### src/rtl/pfe_pkg.sv
// ----------------------------------------------------------------------------
// pfe_pkg
// Shared types and constants for the prime factor exponent block.
// ----------------------------------------------------------------------------
package pfe_pkg;

    localparam int PRIME_BITS    = 31;
    localparam int EXP_BITS      = 5;
    localparam int STATUS_BITS   = 2;
    localparam int COUNT_BITS    = 4;
    localparam int MAX_RESULTS   = 9;
    localparam int OUT_DATA_BITS = ((PRIME_BITS + EXP_BITS + 7) / 8) * 8;

    localparam int FIRST_DIVISOR = 2;
    localparam int FIRST_ODD     = 3;

    localparam logic [EXP_BITS-1:0] EXP_MAX = '1;

    localparam logic [STATUS_BITS-1:0] STATUS_PAIR = 2'd0;
    localparam logic [STATUS_BITS-1:0] STATUS_ONE  = 2'd1;
    localparam logic [STATUS_BITS-1:0] STATUS_ZERO = 2'd2;

    typedef struct packed {
        logic load;
        logic special;
        logic start_div;
        logic take_quot;
        logic next_div;
        logic push_pair;
        logic push_tail;
        logic flush;
    } cmd_t;

    typedef struct packed {
        logic in_zero;
        logic in_one;
        logic div_done;
        logic rem_zero;
        logic d_gt_q;
        logic exp_nz;
        logic rem_gt1;
        logic k_full;
        logic can_push;
        logic out_free;
    } stat_t;

endpackage

### src/rtl/pfe_divider.sv
// ----------------------------------------------------------------------------
// pfe_divider
// Restoring unsigned divider that produces one quotient bit per cycle.
// ----------------------------------------------------------------------------
module pfe_divider #(
    parameter int DIVIDEND_BITS = 31,
    parameter int DIVISOR_BITS  = 17
) (
    input  logic                     clk,
    input  logic                     rst_n,
    input  logic                     start,
    input  logic [DIVIDEND_BITS-1:0] dividend,
    input  logic [DIVISOR_BITS-1:0]  divisor,
    output logic                     done,
    output logic [DIVIDEND_BITS-1:0] quotient,
    output logic [DIVISOR_BITS-1:0]  remainder
);

    localparam int CNT_BITS = $clog2(DIVIDEND_BITS + 1);

    logic                     busy_reg, busy_next;
    logic                     done_reg, done_next;
    logic [CNT_BITS-1:0]      cnt_reg, cnt_next;
    logic [DIVISOR_BITS-1:0]  part_reg, part_next;
    logic [DIVIDEND_BITS-1:0] quo_reg, quo_next;
    logic [DIVISOR_BITS-1:0]  dsr_reg, dsr_next;

    logic [DIVISOR_BITS:0] shifted;
    logic [DIVISOR_BITS:0] dsr_ext;
    logic                  ge;

    assign shifted = {part_reg, quo_reg[DIVIDEND_BITS-1]};
    assign dsr_ext = {1'b0, dsr_reg};
    assign ge      = (shifted >= dsr_ext);

    always_comb
    begin
        busy_next = busy_reg;
        done_next = 1'b0;
        cnt_next  = cnt_reg;
        part_next = part_reg;
        quo_next  = quo_reg;
        dsr_next  = dsr_reg;
        if (start)
        begin
            busy_next = 1'b1;
            cnt_next  = CNT_BITS'(DIVIDEND_BITS);
            part_next = '0;
            quo_next  = dividend;
            dsr_next  = divisor;
        end
        else if (busy_reg)
        begin
            part_next = ge ? DIVISOR_BITS'(shifted - dsr_ext) : shifted[DIVISOR_BITS-1:0];
            quo_next  = {quo_reg[DIVIDEND_BITS-2:0], ge};
            cnt_next  = cnt_reg - 1'b1;
            if (cnt_reg == CNT_BITS'(1))
            begin
                busy_next = 1'b0;
                done_next = 1'b1;
            end
        end
    end

    always_ff @(posedge clk or negedge rst_n)
    begin
        if (!rst_n)
        begin
            busy_reg <= 1'b0;
            done_reg <= 1'b0;
            cnt_reg  <= '0;
        end
        else
        begin
            busy_reg <= busy_next;
            done_reg <= done_next;
            cnt_reg  <= cnt_next;
        end
    end

    always_ff @(posedge clk)
    begin
        part_reg <= part_next;
        quo_reg  <= quo_next;
        dsr_reg  <= dsr_next;
    end

    assign done      = done_reg;
    assign quotient  = quo_reg;
    assign remainder = part_reg;

endmodule

### src/rtl/pfe_datapath.sv
// ----------------------------------------------------------------------------
// pfe_datapath
// Remainder, trial divisor, exponent counter, pending result and output
// register, driven by controller commands.
// ----------------------------------------------------------------------------
module pfe_datapath #(
    parameter int VALUE_BITS = 31
) (
    input  logic                             clk,
    input  logic                             rst_n,
    input  logic [VALUE_BITS-1:0]            number,
    input  pfe_pkg::cmd_t                    cmd,
    output pfe_pkg::stat_t                   stat,
    input  logic                             out_ready,
    output logic                             out_valid,
    output logic [pfe_pkg::PRIME_BITS-1:0]   out_prime,
    output logic [pfe_pkg::EXP_BITS-1:0]     out_exp,
    output logic [pfe_pkg::STATUS_BITS-1:0]  out_status,
    output logic                             out_last
);

    localparam int DIV_BITS  = (VALUE_BITS + 1) / 2 + 1;
    localparam int WIDE_BITS = (VALUE_BITS > pfe_pkg::PRIME_BITS) ? VALUE_BITS
                                                                  : pfe_pkg::PRIME_BITS;

    logic [VALUE_BITS-1:0]              rem_reg, rem_next;
    logic [DIV_BITS-1:0]                div_reg, div_next;
    logic [pfe_pkg::EXP_BITS-1:0]       exp_reg, exp_next;
    logic [pfe_pkg::COUNT_BITS-1:0]     cnt_reg, cnt_next;
    logic                               pend_valid_reg, pend_valid_next;
    logic [pfe_pkg::PRIME_BITS-1:0]     pend_prime_reg, pend_prime_next;
    logic [pfe_pkg::EXP_BITS-1:0]       pend_exp_reg, pend_exp_next;
    logic [pfe_pkg::STATUS_BITS-1:0]    special_reg, special_next;
    logic                               out_valid_reg, out_valid_next;
    logic [pfe_pkg::PRIME_BITS-1:0]     out_prime_reg, out_prime_next;
    logic [pfe_pkg::EXP_BITS-1:0]       out_exp_reg, out_exp_next;
    logic [pfe_pkg::STATUS_BITS-1:0]    out_status_reg, out_status_next;
    logic                               out_last_reg, out_last_next;

    logic                  div_done;
    logic [VALUE_BITS-1:0] div_quo;
    logic [DIV_BITS-1:0]   div_rem;
    logic [WIDE_BITS-1:0]  rem_wide;
    logic [WIDE_BITS-1:0]  div_wide;
    logic                  k_full;
    logic                  out_free;
    logic                  push;

    pfe_divider #(
        .DIVIDEND_BITS (VALUE_BITS),
        .DIVISOR_BITS  (DIV_BITS)
    ) u_divider (
        .clk       (clk),
        .rst_n     (rst_n),
        .start     (cmd.start_div),
        .dividend  (rem_next),
        .divisor   (div_next),
        .done      (div_done),
        .quotient  (div_quo),
        .remainder (div_rem)
    );

    assign rem_wide = WIDE_BITS'(rem_reg);
    assign div_wide = WIDE_BITS'(div_reg);
    assign k_full   = (cnt_reg >= pfe_pkg::COUNT_BITS'(pfe_pkg::MAX_RESULTS));
    assign out_free = !out_valid_reg || out_ready;
    assign push     = (cmd.push_pair || cmd.push_tail) && !k_full;

    always_comb
    begin
        stat.in_zero  = (number == '0);
        stat.in_one   = (number == VALUE_BITS'(1));
        stat.div_done = div_done;
        stat.rem_zero = (div_rem == '0);
        stat.d_gt_q   = (VALUE_BITS'(div_reg) > div_quo);
        stat.exp_nz   = (exp_reg != '0);
        stat.rem_gt1  = (rem_reg > VALUE_BITS'(1));
        stat.k_full   = k_full;
        stat.can_push = k_full || !pend_valid_reg || out_free;
        stat.out_free = out_free;
    end

    always_comb
    begin
        rem_next        = rem_reg;
        div_next        = div_reg;
        exp_next        = exp_reg;
        cnt_next        = cnt_reg;
        pend_valid_next = pend_valid_reg;
        pend_prime_next = pend_prime_reg;
        pend_exp_next   = pend_exp_reg;
        special_next    = special_reg;
        out_valid_next  = out_valid_reg && !out_ready;
        out_prime_next  = out_prime_reg;
        out_exp_next    = out_exp_reg;
        out_status_next = out_status_reg;
        out_last_next   = out_last_reg;

        if (cmd.load)
        begin
            rem_next        = number;
            div_next        = DIV_BITS'(pfe_pkg::FIRST_DIVISOR);
            exp_next        = '0;
            cnt_next        = '0;
            pend_valid_next = 1'b0;
            special_next    = (number == '0) ? pfe_pkg::STATUS_ZERO : pfe_pkg::STATUS_ONE;
        end
        if (cmd.take_quot)
        begin
            rem_next = div_quo;
            exp_next = (exp_reg == pfe_pkg::EXP_MAX) ? exp_reg : exp_reg + 1'b1;
        end
        if (cmd.next_div)
        begin
            div_next = (div_reg == DIV_BITS'(pfe_pkg::FIRST_DIVISOR))
                       ? DIV_BITS'(pfe_pkg::FIRST_ODD)
                       : div_reg + DIV_BITS'(2);
            exp_next = '0;
        end
        if (push)
        begin
            if (pend_valid_reg)
            begin
                out_valid_next  = 1'b1;
                out_prime_next  = pend_prime_reg;
                out_exp_next    = pend_exp_reg;
                out_status_next = pfe_pkg::STATUS_PAIR;
                out_last_next   = 1'b0;
            end
            pend_valid_next = 1'b1;
            pend_prime_next = cmd.push_pair ? div_wide[pfe_pkg::PRIME_BITS-1:0]
                                            : rem_wide[pfe_pkg::PRIME_BITS-1:0];
            pend_exp_next   = cmd.push_pair ? exp_reg : pfe_pkg::EXP_BITS'(1);
            cnt_next        = cnt_reg + 1'b1;
        end
        if (cmd.flush)
        begin
            out_valid_next  = 1'b1;
            out_prime_next  = pend_prime_reg;
            out_exp_next    = pend_exp_reg;
            out_status_next = pfe_pkg::STATUS_PAIR;
            out_last_next   = 1'b1;
            pend_valid_next = 1'b0;
        end
        if (cmd.special)
        begin
            out_valid_next  = 1'b1;
            out_prime_next  = '0;
            out_exp_next    = '0;
            out_status_next = special_reg;
            out_last_next   = 1'b1;
        end
    end

    always_ff @(posedge clk or negedge rst_n)
    begin
        if (!rst_n)
        begin
            rem_reg        <= '0;
            div_reg        <= DIV_BITS'(pfe_pkg::FIRST_DIVISOR);
            exp_reg        <= '0;
            cnt_reg        <= '0;
            pend_valid_reg <= 1'b0;
            out_valid_reg  <= 1'b0;
        end
        else
        begin
            rem_reg        <= rem_next;
            div_reg        <= div_next;
            exp_reg        <= exp_next;
            cnt_reg        <= cnt_next;
            pend_valid_reg <= pend_valid_next;
            out_valid_reg  <= out_valid_next;
        end
    end

    always_ff @(posedge clk)
    begin
        pend_prime_reg <= pend_prime_next;
        pend_exp_reg   <= pend_exp_next;
        special_reg    <= special_next;
        out_prime_reg  <= out_prime_next;
        out_exp_reg    <= out_exp_next;
        out_status_reg <= out_status_next;
        out_last_reg   <= out_last_next;
    end

    assign out_valid  = out_valid_reg;
    assign out_prime  = out_prime_reg;
    assign out_exp    = out_exp_reg;
    assign out_status = out_status_reg;
    assign out_last   = out_last_reg;

endmodule

### src/rtl/pfe_controller.sv
// ----------------------------------------------------------------------------
// pfe_controller
// State machine that sequences trial divisions and result emission.
// ----------------------------------------------------------------------------
module pfe_controller (
    input  logic           clk,
    input  logic           rst_n,
    input  logic           in_valid,
    output logic           in_ready,
    input  pfe_pkg::stat_t stat,
    output pfe_pkg::cmd_t  cmd
);

    typedef enum logic [2:0] {
        ST_IDLE,
        ST_SPECIAL,
        ST_DIV,
        ST_DECIDE,
        ST_FINAL,
        ST_FLUSH
    } state_t;

    typedef enum logic {
        MODE_STRIP,
        MODE_CHECK
    } mode_t;

    state_t state_reg, state_next;
    mode_t  mode_reg, mode_next;
    logic   ready_reg, ready_next;

    always_comb
    begin
        cmd        = '0;
        state_next = state_reg;
        mode_next  = mode_reg;
        case (state_reg)
            ST_IDLE:
            begin
                if (in_valid)
                begin
                    cmd.load = 1'b1;
                    if (stat.in_zero || stat.in_one)
                    begin
                        state_next = ST_SPECIAL;
                    end
                    else
                    begin
                        cmd.start_div = 1'b1;
                        mode_next     = MODE_STRIP;
                        state_next    = ST_DIV;
                    end
                end
            end
            ST_SPECIAL:
            begin
                if (stat.out_free)
                begin
                    cmd.special = 1'b1;
                    state_next  = ST_IDLE;
                end
            end
            ST_DIV:
            begin
                if (stat.div_done)
                begin
                    state_next = ST_DECIDE;
                end
            end
            ST_DECIDE:
            begin
                if (mode_reg == MODE_CHECK)
                begin
                    if (stat.d_gt_q)
                    begin
                        state_next = ST_FINAL;
                    end
                    else if (stat.rem_zero)
                    begin
                        cmd.take_quot = 1'b1;
                        cmd.start_div = 1'b1;
                        mode_next     = MODE_STRIP;
                        state_next    = ST_DIV;
                    end
                    else
                    begin
                        cmd.next_div  = 1'b1;
                        cmd.start_div = 1'b1;
                        state_next    = ST_DIV;
                    end
                end
                else
                begin
                    if (stat.rem_zero)
                    begin
                        cmd.take_quot = 1'b1;
                        cmd.start_div = 1'b1;
                        state_next    = ST_DIV;
                    end
                    else if (!stat.exp_nz || stat.can_push)
                    begin
                        cmd.push_pair = stat.exp_nz;
                        cmd.next_div  = 1'b1;
                        cmd.start_div = 1'b1;
                        mode_next     = MODE_CHECK;
                        state_next    = ST_DIV;
                    end
                end
            end
            ST_FINAL:
            begin
                if (stat.rem_gt1 && !stat.k_full)
                begin
                    if (stat.can_push)
                    begin
                        cmd.push_tail = 1'b1;
                        state_next    = ST_FLUSH;
                    end
                end
                else
                begin
                    state_next = ST_FLUSH;
                end
            end
            ST_FLUSH:
            begin
                if (stat.out_free)
                begin
                    cmd.flush  = 1'b1;
                    state_next = ST_IDLE;
                end
            end
            default:
            begin
                state_next = ST_IDLE;
            end
        endcase
        ready_next = (state_next == ST_IDLE);
    end

    always_ff @(posedge clk or negedge rst_n)
    begin
        if (!rst_n)
        begin
            state_reg <= ST_IDLE;
            mode_reg  <= MODE_STRIP;
            ready_reg <= 1'b1;
        end
        else
        begin
            state_reg <= state_next;
            mode_reg  <= mode_next;
            ready_reg <= ready_next;
        end
    end

    assign in_ready = ready_reg;

endmodule

### src/rtl/prime_factor_exponents.sv
// ----------------------------------------------------------------------------
// prime_factor_exponents
// Trial-division prime factorization that emits each distinct prime with
// its exponent, in ascending order.
//
// Channel   Direction  tdata                          tuser    tlast
// s_axis    in         number                         -        -
// m_axis    out        prime, exponent                status   last
//
// Each trial division runs on a shared restoring divider that takes one
// quotient bit per cycle. Reset needs no clearing pass. A stalled output
// holds the block when a result must move into the output register while
// that register still holds an earlier result.
// ----------------------------------------------------------------------------
module prime_factor_exponents #(
    parameter int VALUE_BITS = 31
) (
    input  logic                                clk,
    input  logic                                rst_n,
    input  logic                                s_axis_tvalid,
    output logic                                s_axis_tready,
    // Fields from bit 0: number.
    input  logic [((VALUE_BITS + 7) / 8) * 8 - 1:0] s_axis_tdata,
    output logic                                m_axis_tvalid,
    input  logic                                m_axis_tready,
    // Fields from bit 0: prime, exponent, zero fill.
    output logic [pfe_pkg::OUT_DATA_BITS-1:0]   m_axis_tdata,
    // Fields from bit 0: status.
    output logic [pfe_pkg::STATUS_BITS-1:0]     m_axis_tuser,
    output logic                                m_axis_tlast
);

    localparam int FILL_BITS = pfe_pkg::OUT_DATA_BITS - pfe_pkg::PRIME_BITS
                               - pfe_pkg::EXP_BITS;

    pfe_pkg::cmd_t  cmd;
    pfe_pkg::stat_t stat;

    logic [pfe_pkg::PRIME_BITS-1:0] out_prime;
    logic [pfe_pkg::EXP_BITS-1:0]   out_exp;
    logic                           in_accept;

    assign in_accept = s_axis_tvalid && s_axis_tready;

    pfe_controller u_controller (
        .clk      (clk),
        .rst_n    (rst_n),
        .in_valid (in_accept),
        .in_ready (s_axis_tready),
        .stat     (stat),
        .cmd      (cmd)
    );

    pfe_datapath #(
        .VALUE_BITS (VALUE_BITS)
    ) u_datapath (
        .clk        (clk),
        .rst_n      (rst_n),
        .number     (s_axis_tdata[VALUE_BITS-1:0]),
        .cmd        (cmd),
        .stat       (stat),
        .out_ready  (m_axis_tready),
        .out_valid  (m_axis_tvalid),
        .out_prime  (out_prime),
        .out_exp    (out_exp),
        .out_status (m_axis_tuser),
        .out_last   (m_axis_tlast)
    );

    assign m_axis_tdata = {{FILL_BITS{1'b0}}, out_exp, out_prime};

    // A result for an input of 0 or 1 is the only result of its transaction.
    assert property (@(posedge clk) disable iff (!rst_n)
        m_axis_tvalid && (m_axis_tuser != pfe_pkg::STATUS_PAIR)
        |-> m_axis_tlast && (out_prime == '0) && (out_exp == '0))
    else $error("special result is not a lone zero result");

    // Every factor result carries a nonzero exponent.
    assert property (@(posedge clk) disable iff (!rst_n)
        m_axis_tvalid && (m_axis_tuser == pfe_pkg::STATUS_PAIR) |-> (out_exp != '0))
    else $error("factor result with zero exponent");

    // An accepted input keeps the block busy for at least the next cycle.
    assert property (@(posedge clk) disable iff (!rst_n)
        in_accept |=> !s_axis_tready)
    else $error("input accepted while previous input still in progress");

    // No command to start a division arrives while the controller waits on one.
    assert property (@(posedge clk) disable iff (!rst_n)
        cmd.start_div |=> !cmd.start_div)
    else $error("back-to-back divider starts");

endmodule

### config.mk
export PLATFORM = sky130hd
export DESIGN_NAME = prime_factor_exponents
export DESIGN_NICKNAME = d
export VERILOG_FILES = /design/src/rtl/pfe_pkg.sv /design/src/rtl/pfe_divider.sv /design/src/rtl/pfe_datapath.sv /design/src/rtl/pfe_controller.sv /design/src/rtl/prime_factor_exponents.sv
export SDC_FILE = /design/constraint.sdc
export NUM_CORES = 1
export LEC_CHECK = 0
export BUFFER_PORTS_ARGS = -buffer_cell sky130_fd_sc_hd__buf_2
export CORE_MARGIN = 2
export CORE_UTILIZATION = 35
export DETAILED_ROUTE_END_ITERATION = 8
export PLACE_DENSITY = 0.57
export SYNTH_ARGS = -nofsm -noshare
export SYNTH_HDL_FRONTEND = slang
export SYNTH_SLANG_ARGS = --single-unit
### constraint.sdc
create_clock -name clk -period 3.37 [get_ports clk]
set_input_delay 0.1685 -clock clk [delete_from_list [all_inputs] [get_ports clk]]
set_output_delay 0.1685 -clock clk [all_outputs]
set_load 0.02 [all_outputs]
==> key figures <==
Status
  • Run status: finished clean

GRT
  • First-pass GRT wire length: between 40000 and 50000 microns
  • Vias in the first global route: just over 7000
  • Pin count of the biggest net entering global routing: between 70 and 80
  • GRT Util Overall: between 10% and 20%
  • Total gr overflow: 0
  • Initial antenna violation count: 0

Setup path
  • Setup slack, reg-to-reg: 0.23 ns
  • Slowest-stage cell, CP: or4_1
  • Crit end category: flop
  • CP Cell Sequence: or4_1 > a2111o_1 > a211oi_2 > inv_1 > a31oi_2 > or3_2 > mux2_2 > mux2_1
  • Worst Setup Start Kind: flop
  • Worst setup path class: reg2reg
  • CP arrival: roughly 3.4 ns
  • Buf/Inv on CP: 1
  • CP startpoint: u_datapath.u_divider.quotient[21]
  • Worst path required time: approximately 3.6 ns
  • R2r startpoint: u_datapath.u_divider.quotient[21]
  • Critical path's largest stage delay: roughly 0.6 ns
  • Delay-heaviest family, CP: simple AND/OR/NAND/NOR gates
  • Crit-path max FO: 8

Yosys
  • Synth Area in Simple Gates: a little over an eighth
  • XOR/XNOR Fraction of Synth Area: under 10%
  • Top cells by count, synth: 88 x edfxtp_1, 69 x dfrtp_1, 59 x inv_1, 59 x mux2i_1
  • Main combinational cell family by area after synthesis: simple AND/OR/NAND/NOR gates
  • Ranking of synthesized cells by area: edfxtp_1 25%, dfrtp_1 16%, dfxtp_1 10%, mux2i_1 5.6%, ha_1 5.1%
  • Synthesized area: 10600 sq um
  • Distinct cells, synth: 65
  • Post-synthesis mux area share: 11.59%
  • Async S/R FF share, synth: 33.33%
  • Avg Cell Area, Syn: about 11 sq um
  • Compound-cell area share of the yosys netlist: between 10% and 20%
  • Cell taking the most area after synthesis: edfxtp_1
  • #FFs+latches synth: 213
  • Top cell type's share of synthesized area: between 20% and 30%
  • Sequential-to-total area share from yosys stat: roughly half
  • Syn. warnings: 0
  • Post-synth EDFFs: 88
  • Mapped Cells: approximately 950
  • Top-count cell post-synth: edfxtp_1
  • Adder and majority gate portion of the synthesized area: under 10%
  • Top FF cell, synth: edfxtp_1

CTS
  • Clock Path Buffers: 3
  • CTS H-tree depth: 1
  • CTS tree: built
  • CTS resizes: 0
  • CTS Buf Count: 24
  • CTS Root Cell: clkbuf_16
  • Clock latency on the worst-skew pair: between 0.5 and 0.6 ns
  • Post-CTS Repair Setup Buffers: 0
  • Reg clk slew, reported paths: 0.06 ns
  • CTS sink count: roughly 210

Timing
  • Unrepaired setup endpoints after global routing: no
  • Post-layout min period: approximately 3.1 ns
  • Final hold violation count: 0
  • Fin Setup TNS: 0 ns
  • Pins over their slew limit: 0
  • Slew HR: between 30% and 40%
  • Worst-margin pin slew: about 1.0 ns
  • FMAX: 0.3188 GHz
  • Final Cycle Share: around 93%
  • Final Skew: between 0.015 and 0.02 ns
  • # setup viols final: 0

Finish
  • Seq. cell area: roughly 5500 sq um
  • Area of the multi-input gates: between 4000 and 5000 sq um
  • Nets: between 1000 and 1500
  • Final core utilization: a little over two fifths
  • Area Growth Syn to Fin: 17.78%
  • Layout cells sized above 1: between 20% and 30%
  • Fillcell total: 2817
  • Ant diodes: 0

Min path
  • Hold path start: s_axis_tdata[24]
  • Hold WC Path Type: in2reg

Pwr
  • PD cells: ~840 nW/um^2
  • P_leak: about 5.6 nW
  • Peak VDD IR: about 560 uV
  • Tot Pwr: 10.54 mW

Floorplanning
  • Die area: ~32000 sq um
  • Die Width: ~180 microns
  • Placeable core area: between 20000 and 30000 sq um
  • Cell Rows: 63
  • Initial core utilization: a little over a third
  • # IOs: between 80 and 90
  • Die height: 178.0 microns

Job
  • Max-Cap Viols: 0

Route
  • Drt via density: 5.195
  • Drt pass-1 iters: 5
  • Total number of vias: between 7000 and 8000
  • DR iter-0 viols: around 540
  • DRC: 0
  • Post-detailed-route count of antenna-violating nets: 0
  • Routed wire length: roughly 26000 microns
  • WL/cell: approximately 18 microns

Placement
  • Port bufs: 75
  • Sum of net half-perimeters after detailed placement: around 18000 microns
  • GPL Wtd Cong: 0.8140
-- through the flow --
step	instances	hold WS [ns]	cell area, sq um	setup slack [ns]
6_report	1454	0.02420	12480	0.2333
5_1_grt	1454	0.02750	12480	0.09296
4_1_cts	1454	0.003792	12480	0.2494
3_5_place_dp	1406	0.3977	11610	0.2450
3_3_place_gp	1406	0.3974	11610	0.2755
2_1_floorplan	949	-0.1271	10610	0.1229
-- final cells by class --
class | count | area share (%)
flip-flops and latches | 213 | 44.09
multi-input cells | 624 | 36.98
repair buffers | 123 | 6.596
clock buffers | 34 | 5.363
well taps | 390 | 3.909
inverters | 60 | 1.804
clock inverters | 10 | 1.263
-- layer usage --
metal	GRT usage, %	vias to the layer above	share of wire (%)
li1	-	3686	-
met1	25.02	3652	51
met2	24.68	186	43
met3	2.494	29	5.1
met4	3.620	0	1.7
met5	0	-	0
-- cell usage in the layout, fill, tap and decap left out, drive strengths merged, types with 12 or more instances in the layout --
cell type	count
nand3	13
a22o	37
clkbuf	34
and2	16
nor3	13
nor4	45
nand2	58
and3	12
ha	43
mux2i	59
nand4	15
mux2	47
nor2	58
edfxtp	88
dfrtp	69
o21ai	44
buf	119
a211oi	13
dfxtp	54
inv	60
a21oi	49
-- tightest hold or removal path, stage by stage --
cell and delay (ns):
buf_2 0.11, mux2i_1 0.11, a21oi_1 0.10
-- logic make-up (layout without fill, tap and decap cells) --
logic type | after synthesis | in the layout
other cells | 1 | 4
fa+ha+maj | 44 | 44
xor+xnor | 17 | 17
compound gates | 185 | 185
buf+inv | 112 | 227
simple gates | 268 | 268
flops | 213 | 213
mux | 106 | 106
-- path summary, 6_finish.rpt --
path	cells after the start	to
min in group asynchronous	2	u_datapath.rem_reg[13]
max in group asynchronous	2	u_datapath.u_divider.busy_reg
setup reg to reg	8	u_datapath.u_divider.quotient[29]
hold reg to reg	1	u_datapath.out_prime[29]
setup / recovery	8	u_datapath.u_divider.quotient[29]
hold / removal	3	u_datapath.rem_reg[24]
-- where the power goes --
part	leakage, nW	switching [mW]	internal, mW
logic	3.04	1.91	1.68
registers	2.13	0.608	3.58
clock network	0.395	1.07	1.69
total	5.57	3.59	6.95
-- repair_timing --
item	CTS	global route
setup endpoints to repair	0	0
hold buffers	4	0
hold endpoints to repair	72	0
(Power assumes the default switching activity.)
